## src/rtl/tsg_pkg.sv

```systemverilog
`default_nettype none
package tsg_pkg;

    // Configuration register indexes
    localparam logic [1:0] CFG_PERIOD    = 2'd0;
    localparam logic [1:0] CFG_WIDTH     = 2'd1;
    localparam logic [1:0] CFG_AMPLITUDE = 2'd2;

    localparam int CFG_INDEX_BITS = 2;
    localparam int CFG_DATA_BITS  = 17;

    // Field widths
    localparam int PERIOD_BITS = 16;
    localparam int WIDTH_BITS  = 17;
    localparam int AMP_BITS    = 15;
    localparam int OUT_BITS    = 16;

    // Register reset values
    localparam logic [PERIOD_BITS-1:0] PERIOD_RESET = 16'd100;
    localparam logic [WIDTH_BITS-1:0]  WIDTH_RESET  = 17'd65536;
    localparam logic [AMP_BITS-1:0]    AMP_RESET    = 15'd16384;
    localparam logic [WIDTH_BITS-1:0]  WIDTH_FULL   = 17'd65536;

    // Serial divider: 32-bit numerator over 16-bit divisor, 16-bit quotient
    localparam int DIV_STEPS    = 16;
    localparam int DIV_CNT_BITS = $clog2(DIV_STEPS + 1);

    localparam int SAMPLE_BITS_DEFAULT = 16;

endpackage
`default_nettype wire

```

## src/rtl/tsg_div.sv

```systemverilog
`default_nettype none
module tsg_div
    import tsg_pkg::*;
(
    input  wire logic                   i_clk,
    input  wire logic                   i_rst_n,
    input  wire logic                   i_start,
    input  wire logic [2*DIV_STEPS-1:0] i_num,
    input  wire logic [DIV_STEPS-1:0]   i_den,
    output logic                        o_done,
    output logic [DIV_STEPS-1:0]        o_quot
);

    // Restoring division, one quotient bit per cycle. The caller guarantees
    // the quotient fits DIV_STEPS bits (upper numerator half below divisor).
    logic [DIV_CNT_BITS-1:0] r_cnt;
    logic [DIV_STEPS-1:0]    r_rem;
    logic [DIV_STEPS-1:0]    r_quo;
    logic [DIV_STEPS-1:0]    r_den;
    logic                    r_done;
    logic [DIV_STEPS:0]      w_part;
    logic [DIV_STEPS:0]      w_trial;

    assign w_part  = {r_rem, r_quo[DIV_STEPS-1]};
    assign w_trial = w_part - {1'b0, r_den};

    always_ff @(posedge i_clk) begin
        if (!i_rst_n) begin
            r_cnt  <= '0;
            r_done <= 1'b0;
        end else begin
            r_done <= 1'b0;
            if (i_start) begin
                r_cnt <= DIV_CNT_BITS'(DIV_STEPS);
            end else if (r_cnt != '0) begin
                r_cnt <= r_cnt - 1'b1;
                if (r_cnt == DIV_CNT_BITS'(1)) begin
                    r_done <= 1'b1;
                end
            end
        end
    end

    always_ff @(posedge i_clk) begin
        if (i_start) begin
            r_rem <= i_num[2*DIV_STEPS-1:DIV_STEPS];
            r_quo <= i_num[DIV_STEPS-1:0];
            r_den <= i_den;
        end else if (r_cnt != '0) begin
            if (!w_trial[DIV_STEPS]) begin
                r_rem <= w_trial[DIV_STEPS-1:0];
                r_quo <= {r_quo[DIV_STEPS-2:0], 1'b1};
            end else begin
                r_rem <= w_part[DIV_STEPS-1:0];
                r_quo <= {r_quo[DIV_STEPS-2:0], 1'b0};
            end
        end
    end

    assign o_done = r_done;
    assign o_quot = r_quo;

endmodule
`default_nettype wire

```

## src/rtl/triangle_sawtooth_generator.sv

```systemverilog
// Sequence from input transaction to result valid: a multiplier pass for the
//   rising length, a prepare step, a multiplier pass for the numerator, the
//   serial divider, a quotient capture and clamp, and an output load, which
//   waits while a previous result still waits.
// Ticks: a new tick is taken only in the idle state, after the previous sample
//   is loaded into the output register; the 16-step divider is the longest step.
// Reset (synchronous, active low): phase 0, period 100, width 65536,
//   amplitude 16384, no result pending.
`default_nettype none
module triangle_sawtooth_generator
    import tsg_pkg::*;
#(
    parameter int SAMPLE_BITS = SAMPLE_BITS_DEFAULT
) (
    input  wire logic                      i_clk,
    input  wire logic                      i_rst_n,
    // configuration write channel
    input  wire logic                      i_cfg_valid,
    output logic                           o_cfg_ready,
    input  wire logic [CFG_INDEX_BITS-1:0] i_cfg_index,
    input  wire logic [CFG_DATA_BITS-1:0]  i_cfg_data,
    // tick channel
    input  wire logic                      i_valid,
    output logic                           o_ready,
    input  wire logic                      i_restart,
    // sample channel
    output logic                           o_valid,
    input  wire logic                      i_ready,
    output logic signed [OUT_BITS-1:0]     o_sample,
    output logic [OUT_BITS-1:0]            o_phase
);

    // Sequencer states
    localparam logic [2:0] ST_IDLE = 3'd0;  // wait for a tick
    localparam logic [2:0] ST_RLEN = 3'd1;  // rising length = w * p >> 16
    localparam logic [2:0] ST_PREP = 3'd2;  // pick segment, offset, divisor
    localparam logic [2:0] ST_NUM  = 3'd3;  // numerator = offset * 2A, start divide
    localparam logic [2:0] ST_DIV  = 3'd4;  // wait for the quotient
    localparam logic [2:0] ST_OUT  = 3'd5;  // hand result to the output register

    // Clamp bounds of the signed SAMPLE_BITS range
    localparam logic signed [32:0] SMP_HI = (33'sd1 <<< (SAMPLE_BITS - 1)) - 33'sd1;
    localparam logic signed [32:0] SMP_LO = -SMP_HI - 33'sd1;

    logic [2:0]             r_state;

    // Configuration registers
    logic [PERIOD_BITS-1:0] r_cfg_period;
    logic [WIDTH_BITS-1:0]  r_cfg_width;
    logic [AMP_BITS-1:0]    r_cfg_amp;

    // Phase counter: position of the next sample
    logic [PERIOD_BITS-1:0] r_phase_count;

    // Working registers of one transaction
    logic [PERIOD_BITS-1:0] r_p;
    logic [WIDTH_BITS-1:0]  r_w;
    logic [AMP_BITS-1:0]    r_a;
    logic [PERIOD_BITS-1:0] r_t;
    logic [PERIOD_BITS-1:0] r_rlen;
    logic                   r_rising;
    logic [PERIOD_BITS-1:0] r_diff;
    logic [PERIOD_BITS-1:0] r_den;
    logic signed [OUT_BITS-1:0] r_res;

    // Output register
    logic                   r_out_valid;
    logic signed [OUT_BITS-1:0] r_out_sample;
    logic [OUT_BITS-1:0]    r_out_phase;

    // Shared multiplier
    logic [WIDTH_BITS-1:0]  w_mul_a;
    logic [PERIOD_BITS-1:0] w_mul_b;
    logic [WIDTH_BITS+PERIOD_BITS-1:0] w_prod;

    logic                   w_div_start;
    logic                   w_div_done;
    logic [DIV_STEPS-1:0]   w_quot;

    logic                   w_accept;
    logic                   w_out_load;
    logic signed [AMP_BITS+2:0] w_s;
    logic signed [32:0]     w_s_ext;
    logic signed [32:0]     w_s_clamp;
    logic [PERIOD_BITS:0]   w_t_next;

    assign o_cfg_ready = 1'b1;
    assign o_ready     = (r_state == ST_IDLE);
    assign w_accept    = i_valid && o_ready;
    assign w_out_load  = (r_state == ST_OUT) && (!r_out_valid || i_ready);
    assign w_div_start = (r_state == ST_NUM);

    // The multiplier serves both products; pick operands by state
    always_comb begin
        if (r_state == ST_RLEN) begin
            w_mul_a = r_w;
            w_mul_b = r_p;
        end else begin
            w_mul_a = {1'b0, r_diff};
            w_mul_b = {r_a, 1'b0};
        end
    end
    assign w_prod = w_mul_a * w_mul_b;

    tsg_div u_div (
        .i_clk   (i_clk),
        .i_rst_n (i_rst_n),
        .i_start (w_div_start),
        .i_num   (w_prod[2*DIV_STEPS-1:0]),
        .i_den   (r_den),
        .o_done  (w_div_done),
        .o_quot  (w_quot)
    );

    // Rising: quotient - A. Falling: A - quotient. Then clamp.
    always_comb begin
        if (r_rising) begin
            w_s = $signed({2'b00, w_quot}) - $signed({3'b000, r_a});
        end else begin
            w_s = $signed({3'b000, r_a}) - $signed({2'b00, w_quot});
        end
        w_s_ext = 33'(w_s);
        if (w_s_ext > SMP_HI) begin
            w_s_clamp = SMP_HI;
        end else if (w_s_ext < SMP_LO) begin
            w_s_clamp = SMP_LO;
        end else begin
            w_s_clamp = w_s_ext;
        end
    end

    assign w_t_next = {1'b0, r_t} + 1'b1;

    // Configuration writes; unknown indexes drop
    always_ff @(posedge i_clk) begin
        if (!i_rst_n) begin
            r_cfg_period <= PERIOD_RESET;
            r_cfg_width  <= WIDTH_RESET;
            r_cfg_amp    <= AMP_RESET;
        end else if (i_cfg_valid && o_cfg_ready) begin
            case (i_cfg_index)
                CFG_PERIOD:    r_cfg_period <= i_cfg_data[PERIOD_BITS-1:0];
                CFG_WIDTH:     r_cfg_width  <= i_cfg_data[WIDTH_BITS-1:0];
                CFG_AMPLITUDE: r_cfg_amp    <= i_cfg_data[AMP_BITS-1:0];
                default: ;
            endcase
        end
    end

    // Sequencer and control state
    always_ff @(posedge i_clk) begin
        if (!i_rst_n) begin
            r_state       <= ST_IDLE;
            r_phase_count <= '0;
            r_out_valid   <= 1'b0;
        end else begin
            if (w_out_load) begin
                r_out_valid <= 1'b1;
            end else if (i_ready) begin
                r_out_valid <= 1'b0;
            end
            case (r_state)
                ST_IDLE: begin
                    if (w_accept) begin
                        r_state <= ST_RLEN;
                    end
                end
                ST_RLEN: r_state <= ST_PREP;
                ST_PREP: r_state <= ST_NUM;
                ST_NUM:  r_state <= ST_DIV;
                ST_DIV: begin
                    if (w_div_done) begin
                        r_state <= ST_OUT;
                    end
                end
                ST_OUT: begin
                    if (w_out_load) begin
                        // Advance phase, wrap at the period
                        if (w_t_next >= {1'b0, r_p}) begin
                            r_phase_count <= '0;
                        end else begin
                            r_phase_count <= w_t_next[PERIOD_BITS-1:0];
                        end
                        r_state <= ST_IDLE;
                    end
                end
                default: r_state <= ST_IDLE;
            endcase
        end
    end

    // Datapath registers
    always_ff @(posedge i_clk) begin
        if (w_accept) begin
            // Zero period acts as one; width above one acts as one
            r_p <= (r_cfg_period == '0) ? PERIOD_BITS'(1) : r_cfg_period;
            r_w <= (r_cfg_width > WIDTH_FULL) ? WIDTH_FULL : r_cfg_width;
            r_a <= r_cfg_amp;
            // Restart, or a phase left beyond a lowered period, starts at zero
            if (i_restart || (r_phase_count >= r_cfg_period)) begin
                r_t <= '0;
            end else begin
                r_t <= r_phase_count;
            end
        end
        if (r_state == ST_RLEN) begin
            r_rlen <= w_prod[PERIOD_BITS+15:16];
        end
        if (r_state == ST_PREP) begin
            if (r_t < r_rlen) begin
                r_rising <= 1'b1;
                r_diff   <= r_t;
                r_den    <= r_rlen;
            end else begin
                r_rising <= 1'b0;
                r_diff   <= r_t - r_rlen;
                r_den    <= r_p - r_rlen;
            end
        end
        if ((r_state == ST_DIV) && w_div_done) begin
            r_res <= w_s_clamp[OUT_BITS-1:0];
        end
        if (w_out_load) begin
            r_out_sample <= r_res;
            r_out_phase  <= r_t;
        end
    end

    assign o_valid  = r_out_valid;
    assign o_sample = r_out_sample;
    assign o_phase  = r_out_phase;

endmodule
`default_nettype wire

```

## config.mk

```make
export PLATFORM = sky130hd
export DESIGN_NAME = triangle_sawtooth_generator
export DESIGN_NICKNAME = d
export VERILOG_FILES = /design/src/rtl/tsg_pkg.sv /design/src/rtl/tsg_div.sv /design/src/rtl/triangle_sawtooth_generator.sv
export SDC_FILE = /design/constraint.sdc
export NUM_CORES = 1
export LEC_CHECK = 0
export BUFFER_PORTS_ARGS = -buffer_cell sky130_fd_sc_hd__clkbuf_2
export CAP_MARGIN = 20
export CORE_MARGIN = 2
export CORE_UTILIZATION = 34
export CTS_CLUSTER_DIAMETER = 30
export DETAILED_ROUTE_END_ITERATION = 8
export GPL_TIMING_DRIVEN = 1
export REMOVE_ABC_BUFFERS = 1
export SYNTH_ARGS = -nofsm -noshare
export SYNTH_HDL_FRONTEND = slang
export SYNTH_SLANG_ARGS = --single-unit
```

## constraint.sdc

```tcl
create_clock -name i_clk -period 9.4 [get_ports i_clk]
set_input_delay 1.41 -clock i_clk [delete_from_list [all_inputs] [get_ports i_clk]]
set_output_delay 1.41 -clock i_clk [all_outputs]
set_load 0.01 [all_outputs]
```

## After elaboration in Yosys (flattened, before gate mapping)

Cells that the tools add are included.

- Flip-flop bits (word level): 283
- Latch bits: 0
- RAM bits: 0
- Bits in read-only memories: 0
- Input bits: 25
- Output and inout bits: 35
- Logic and storage cells: 92
- Memories: 0

- Add/sub/neg operators: 7
- $mul: 1
- Divide/modulo/power cells: 0
- $lt $le $gt $ge: 6
- Eq/ne operators: 11
- Shift operators: 0
- Mux-type cells: 23
- Bitwise operators: 2
- Reductions and logical operators: 19

Operators with widths:

| kind | number |
|---|---|
| $mux W16 | 10 |
| $mul A17 B16 Y32 | 1 |
| $sub A16 B16 Y16 | 2 |
| $gt A18 B16 Y1 const B | 1 |
| $lt A18 B16 Y1 const B | 1 |
| $mux W18 | 1 |
| $pmux W3 S6 | 1 |
| $add A16 B1 Y17 const B | 1 |
| $ge A17 B16 Y1 | 1 |
| $gt A17 B17 Y1 const B | 1 |
| $mux W17 | 1 |
| $sub A15 B16 Y17 | 1 |
| $sub A16 B15 Y17 | 1 |
| $sub A17 B16 Y17 | 1 |
| $ge A16 B16 Y1 | 1 |
| $logic_not A16 Y1 | 1 |
| $lt A16 B16 Y1 | 1 |
| $mux W5 | 2 |
| $mux W3 | 3 |
| $reduce_and A2 Y1 | 4 |
| $eq A3 B2 Y1 const B | 2 |
| $eq A3 B3 Y1 const B | 2 |
| $eq A5 B1 Y1 const B | 1 |
| $mux W1 | 5 |
| other kinds (17) | 23 |

## Depth between registers and ports, before layout

- Depth in word-level cells: 5
- Gate-level depth with buffers: 29
- Depth with buffers taken out: 26

## Modules after synthesis

Synthesis repeated with hierarchy kept, for this count alone.

- Cell total of the unflattened synthesis: 2556
- Area total of the unflattened synthesis: 24318.3 µm²

Modules (own cells, without submodules):

| module | instances | cells an instance | area each (µm²) | seq. area each (µm²) |
|---|---|---|---|---|
| triangle_sawtooth_generator | 1 | 2260 | 21175.3 | 6195.9 |
| tsg_div | 1 | 296 | 3143.0 | 1561.5 |

## Worst setup path before layout

No wires, ideal clock.

- Path type: reg-to-reg
- Start point: reg r_state[2]
- End point: reg u_div.r_rem[12] (data pin)
- Setup time: 0.260 ns
- Arrival time: 7.353 ns
- Required time: 9.140 ns
- Slack: 1.787 ns
- Stages on the path, launching flop included: 28
- Path buffers: 4
- Clock period less this slack: 7.613 ns
- Path through: dfxtp_1 clkbuf_1 nor3b_1 clkbuf_1 clkbuf_1 mux2i_1 nor2_1 fa_1 inv_1 fa_1 fa_1 inv_1 fa_1 fa_1 inv_1 fa_1 inv_1 ha_1 clkbuf_1 a21oi_1 o21ai_0 a32o_1 or3b_1 a21oi_1 nor2_1 a21boi_0 xnor2_1 mux2_2

- Cells in the longest elaborated chain, start to end: 4
- Elaborated cells on any way between the ends: 6
- Those cells by class: mul (1); eq/ne (2); mux (3)

Ends and longest elaborated chain:

| item | RTL line | text |
|---|---|---|
| start: declaration | triangle_sawtooth_generator.sv:45 | `logic [2:0] r_state;` |
| start signal: assignment | triangle_sawtooth_generator.sv:153 | `r_state <= ST_IDLE;` |
| start signal: assignment | triangle_sawtooth_generator.sv:165 | `r_state <= ST_RLEN;` |
| start signal: assignment | triangle_sawtooth_generator.sv:168 | `ST_RLEN: r_state <= ST_PREP;` |
| $eq A3 B1 Y1 * | triangle_sawtooth_generator.sv:95 | `if (r_state == ST_RLEN) begin` |
| $mux W17 / $mux W16 (equally long branches) | triangle_sawtooth_generator.sv:95 |  |
| $mul A17 B16 Y32 * | triangle_sawtooth_generator.sv:103 | `assign w_prod = w_mul_a * w_mul_b;` |
| via u_div.i_num[28] | tsg_div.sv:8 | `input wire logic [2*DIV_STEPS-1:0] i_num,` |
| $mux W16 * | tsg_div.sv:45 | `if (i_start) begin` |
| end signal: assignment | tsg_div.sv:46 | `r_rem <= i_num[2*DIV_STEPS-1:DIV_STEPS];` |
| end signal: assignment | tsg_div.sv:51 | `r_rem <= w_trial[DIV_STEPS-1:0];` |
| end signal: assignment | tsg_div.sv:54 | `r_rem <= w_part[DIV_STEPS-1:0];` |
| end: declaration | tsg_div.sv:17 | `logic [DIV_STEPS-1:0] r_rem;` |

The timed path passes the listed nets; every way through them passes the cells marked *.
A chain may end at the register's enable or synchronous reset.

## Worst setup path in the final report

- Start point: reg r_state[0]
- End point: reg u_div.r_rem[7] (data pin)

The elaborated chain is that of the path after synthesis.

==> metrics.md <==
| Metric | Value |
|---|---|
| Routed len/inst | `18.6 µm` |
| Max Slew Vio Count | `0` |
| Actual slew at the worst max-slew pin | `approximately 1.1 ns` |
| Clk slew on worst S/H paths | `roughly 0.050 ns` |
| Synth area leader | `edfxtp_1` |
| Crit path arrival time | `between 8 and 9 ns` |
| Share of cells above drive strength 1 | `9.75%` |
| Max Buffers Root-to-Sink | `3` |
| Router iterations before antenna repair | `6` |
| Cells after Synth | `2534` |
| Routed wire length | `approximately 66000 µm` |
| # placed instances | `between 3000 and 4000` |
| Worst Path Buf+Inv | `5` |
| Crit-path slowest cell | `mux2i_1` |
| Crit-path max FO | `~100` |
| Cts repair resizes | `0` |
| Layout fillers | `between 6000 and 7000` |
| RSZ-0062 raised after global routing | `no` |
| Clock sink total | `between 200 and 300` |
| Status | `complete, no violations` |
| First-pass GRT wire length | `approximately 100000 µm` |
| Worst-Skew Late Latency | `roughly 0.61 ns` |
| Largest net degree at the start of global routing | `between 100 and 150` |
| Relative slew margins | `between 20 and 30%` |
| Post-synthesis sequential area ratio | `a little under a third` |
| Worst hold slack | `between 0.4 and 0.5 ns` |
| Total GRT Usage | `between 10% and 20%` |
| Hold_buf cts | `0` |
| CP Class | `flop to flop` |
| Post-synth EDFFs | `around 210` |
| Setup bufs post-CTS | `0` |
| Initial antenna violation count | `0` |
| CP top delay family | `adder cells` |
| PortBufs | `58` |
| Slowest stage delay, CP | `around 0.78 ns` |
| Critical path cell sequence | `nor3b_2 -> buf_12 -> mux2i_1 -> nor2_1 -> fa_1 -> inv_1 -> fa_1 -> fa_1 -> inv_1 -> ha_1 -> fa_1 -> inv_1 -> fa_1 -> inv_1 -> ha_1 -> a2111oi_0 -> o21ai_0 -> a21oi_1 -> a21oi_1 -> a21boi_0 -> o21bai_1 -> a31oi_1 -> xnor2_1 -> mux2_2` |
| Detail Placement HPWL | `just over 50000 µm` |
| Max Clock Skew | `between 0.03 and 0.04 ns` |
| F_max | `roughly 0.12 GHz` |
| DRC | `0` |
| Die Wd | `roughly 270 µm` |
| Biggest regs | `r_cfg_width: 17 flops, r_w: 17 flops` |
| Synth Cell Area | `24300 µm²` |
| Vias post-DR | `around 18000` |
| Fraction of registers with async set/reset | `0%` |
| Final hold vios | `0` |
| Count leader, synth | `inv_1` |
| Nets@finish | `about 3000` |
| Yosys cell types | `between 70 and 80` |
| Initial Util | `34.5%` |
| Final ANT Viol Nets | `0` |
| Required @ worst endpoint | `a little under 10 ns` |
| I/O Pins | `60` |
| Area grow syn2layout | `15.0%` |
| Vias/cell | `5.06` |
| Max-cap viol count | `0` |
| FF+latch count, synth | `about 280` |
| Final period util | `~87%` |
| Mean post-synth cell area | `approximately 9.6 µm²` |
| Largest cells by area after synthesis | `edfxtp_1 26%, fa_1 17%, ha_1 11%, dfxtp_1 6.1%, inv_1 5.6%` |
| Top FF cell, synth | `edfxtp_1` |
| Setup violations, final | `0` |
| Num CTS Buffers | `67` |
| Chip height | `271 µm` |
| Cell Count, Final, Fillers Out | `between 3000 and 4000` |
| FP Rows | `97` |
| CP endpoint kind | `flop` |
| # diodes | `0` |
| Top-area cell type share of the netlist area | `between 20% and 30%` |
| Crit-path most repeated cell | `fa_1` |
| Period minus WS final | `about 8.2 ns` |
| DRT iter0 DRCs | `1356` |
| CTS Root Cell | `clkbuf_16` |
| RePlAce Congestion | `roughly 0.9` |
| Vias in the first global route | `between 15000 and 20000` |
| Worst setup SP type | `flop` |
| H-tree depth | `3` |
| Overflow after GRT | `0` |
| Full die area | `73600 µm²` |
| Commonest cells post-synth | `365 x inv_1, 359 x nand2_1, 214 x ha_1, 212 x fa_1, 209 x edfxtp_1` |
| HP Class | `flop to flop` |
| CTS tree | `yes` |
| Yosys warns | `0` |
| Placeable Area | `between 70000 and 80000 µm²` |
[per-stage QoR]
| stage | area [µm²] | setup TNS, ns | util [%] | worst slack, ns |
|---|---|---|---|---|
| after floorplan | 23900 | -217.14 | - | -5.63 |
| after global placement | 25600 | 0 | 36.3 | 1.36 |
| after detailed placement | 25600 | 0 | 36.3 | 1.22 |
| after CTS | 27900 | 0 | 39.6 | 1.18 |
| after global routing | 27900 | 0 | 39.7 | 0.737 |
| final | 27900 | 0 | 39.7 | 1.18 |
[metal layers]
metal / up-vias / GRT usage [%] / wire [µm]
li1: 8550 / - / -
met5: - / 0 / 0
met2: 550 / 28.5 / 29700
met3: 165 / 3.64 / 4320
met4: 0 / 8.76 / 3150
met1: 8813 / 24.2 / 29300
[worst register-to-register path: cells and delay by family, from the launching register on]
| family | cells | cell delay, ns |
|---|---|---|
| multiplexers | 2 | 1.09 |
| adder cells (fa/ha/maj) | 7 | 3.22 |
| buffers and inverters | 5 | 0.60 |
| AO/OA/AOI/OAI | 7 | 1.92 |
| flip-flops | 1 | 0.54 |
| AND/OR/NAND/NOR | 2 | 0.47 |
| XOR/XNOR | 1 | 0.12 |
[layout make-up]
cell class | instances | area, µm² | share of cell area [%]
Clock buffer | 74 | 1710 | 6.13
Clock inverter | 48 | 634 | 2.27
Inverter | 367 | 1380 | 4.93
Multi-Input combinational cell | 1784 | 14800 | 53.0
Sequential cell | 283 | 7760 | 27.8
Tap cell | 940 | 1180 | 4.21
Timing Repair Buffer | 80 | 472 | 1.69
[logic make-up after synthesis]
| family | synth area share [%] |
|---|---|
| AOI/OAI and AO/OA | 11.9 |
| buffers and inverters | 7.35 |
| muxes | 3.09 |
| xor gates and xnor gates | 3.43 |
| adders and majority gates | 28.6 |
| other | 0.0154 |
| and+or+nand+nor | 13.7 |
| DFF | 31.9 |
[cells in the final DEF, fill, tap and decap left out, types with 35 or more instances in the layout]
| cell | instances |
|---|---|
| edfxtp_1 | 209 |
| inv_1 | 365 |
| o21ai_0 | 80 |
| nor2_1 | 196 |
| xnor2_1 | 65 |
| mux2_2 | 35 |
| a21oi_1 | 98 |
| a21o_1 | 56 |
| fa_1 | 212 |
| nand2_1 | 359 |
| clkbuf_2 | 58 |
| clkbuf_16 | 67 |
| a21boi_0 | 66 |
| ha_1 | 214 |
| dfxtp_1 | 74 |
| nor2b_1 | 46 |
[worst paths after layout]
kind	startpoint	end	slack, ns	cells after the start
hold reg to reg	r_res[5]	o_sample[5]	0.40	0
hold / removal	r_res[5]	o_sample[5]	0.40	0
setup reg to reg	r_state[0]	u_div.r_rem[7]	1.18	24
setup / recovery	r_state[0]	u_div.r_rem[7]	1.18	24
Power is left out: the tool's default activity adds up to more than one toggle a clock period on the data nets, which glitch-free logic cannot reach.
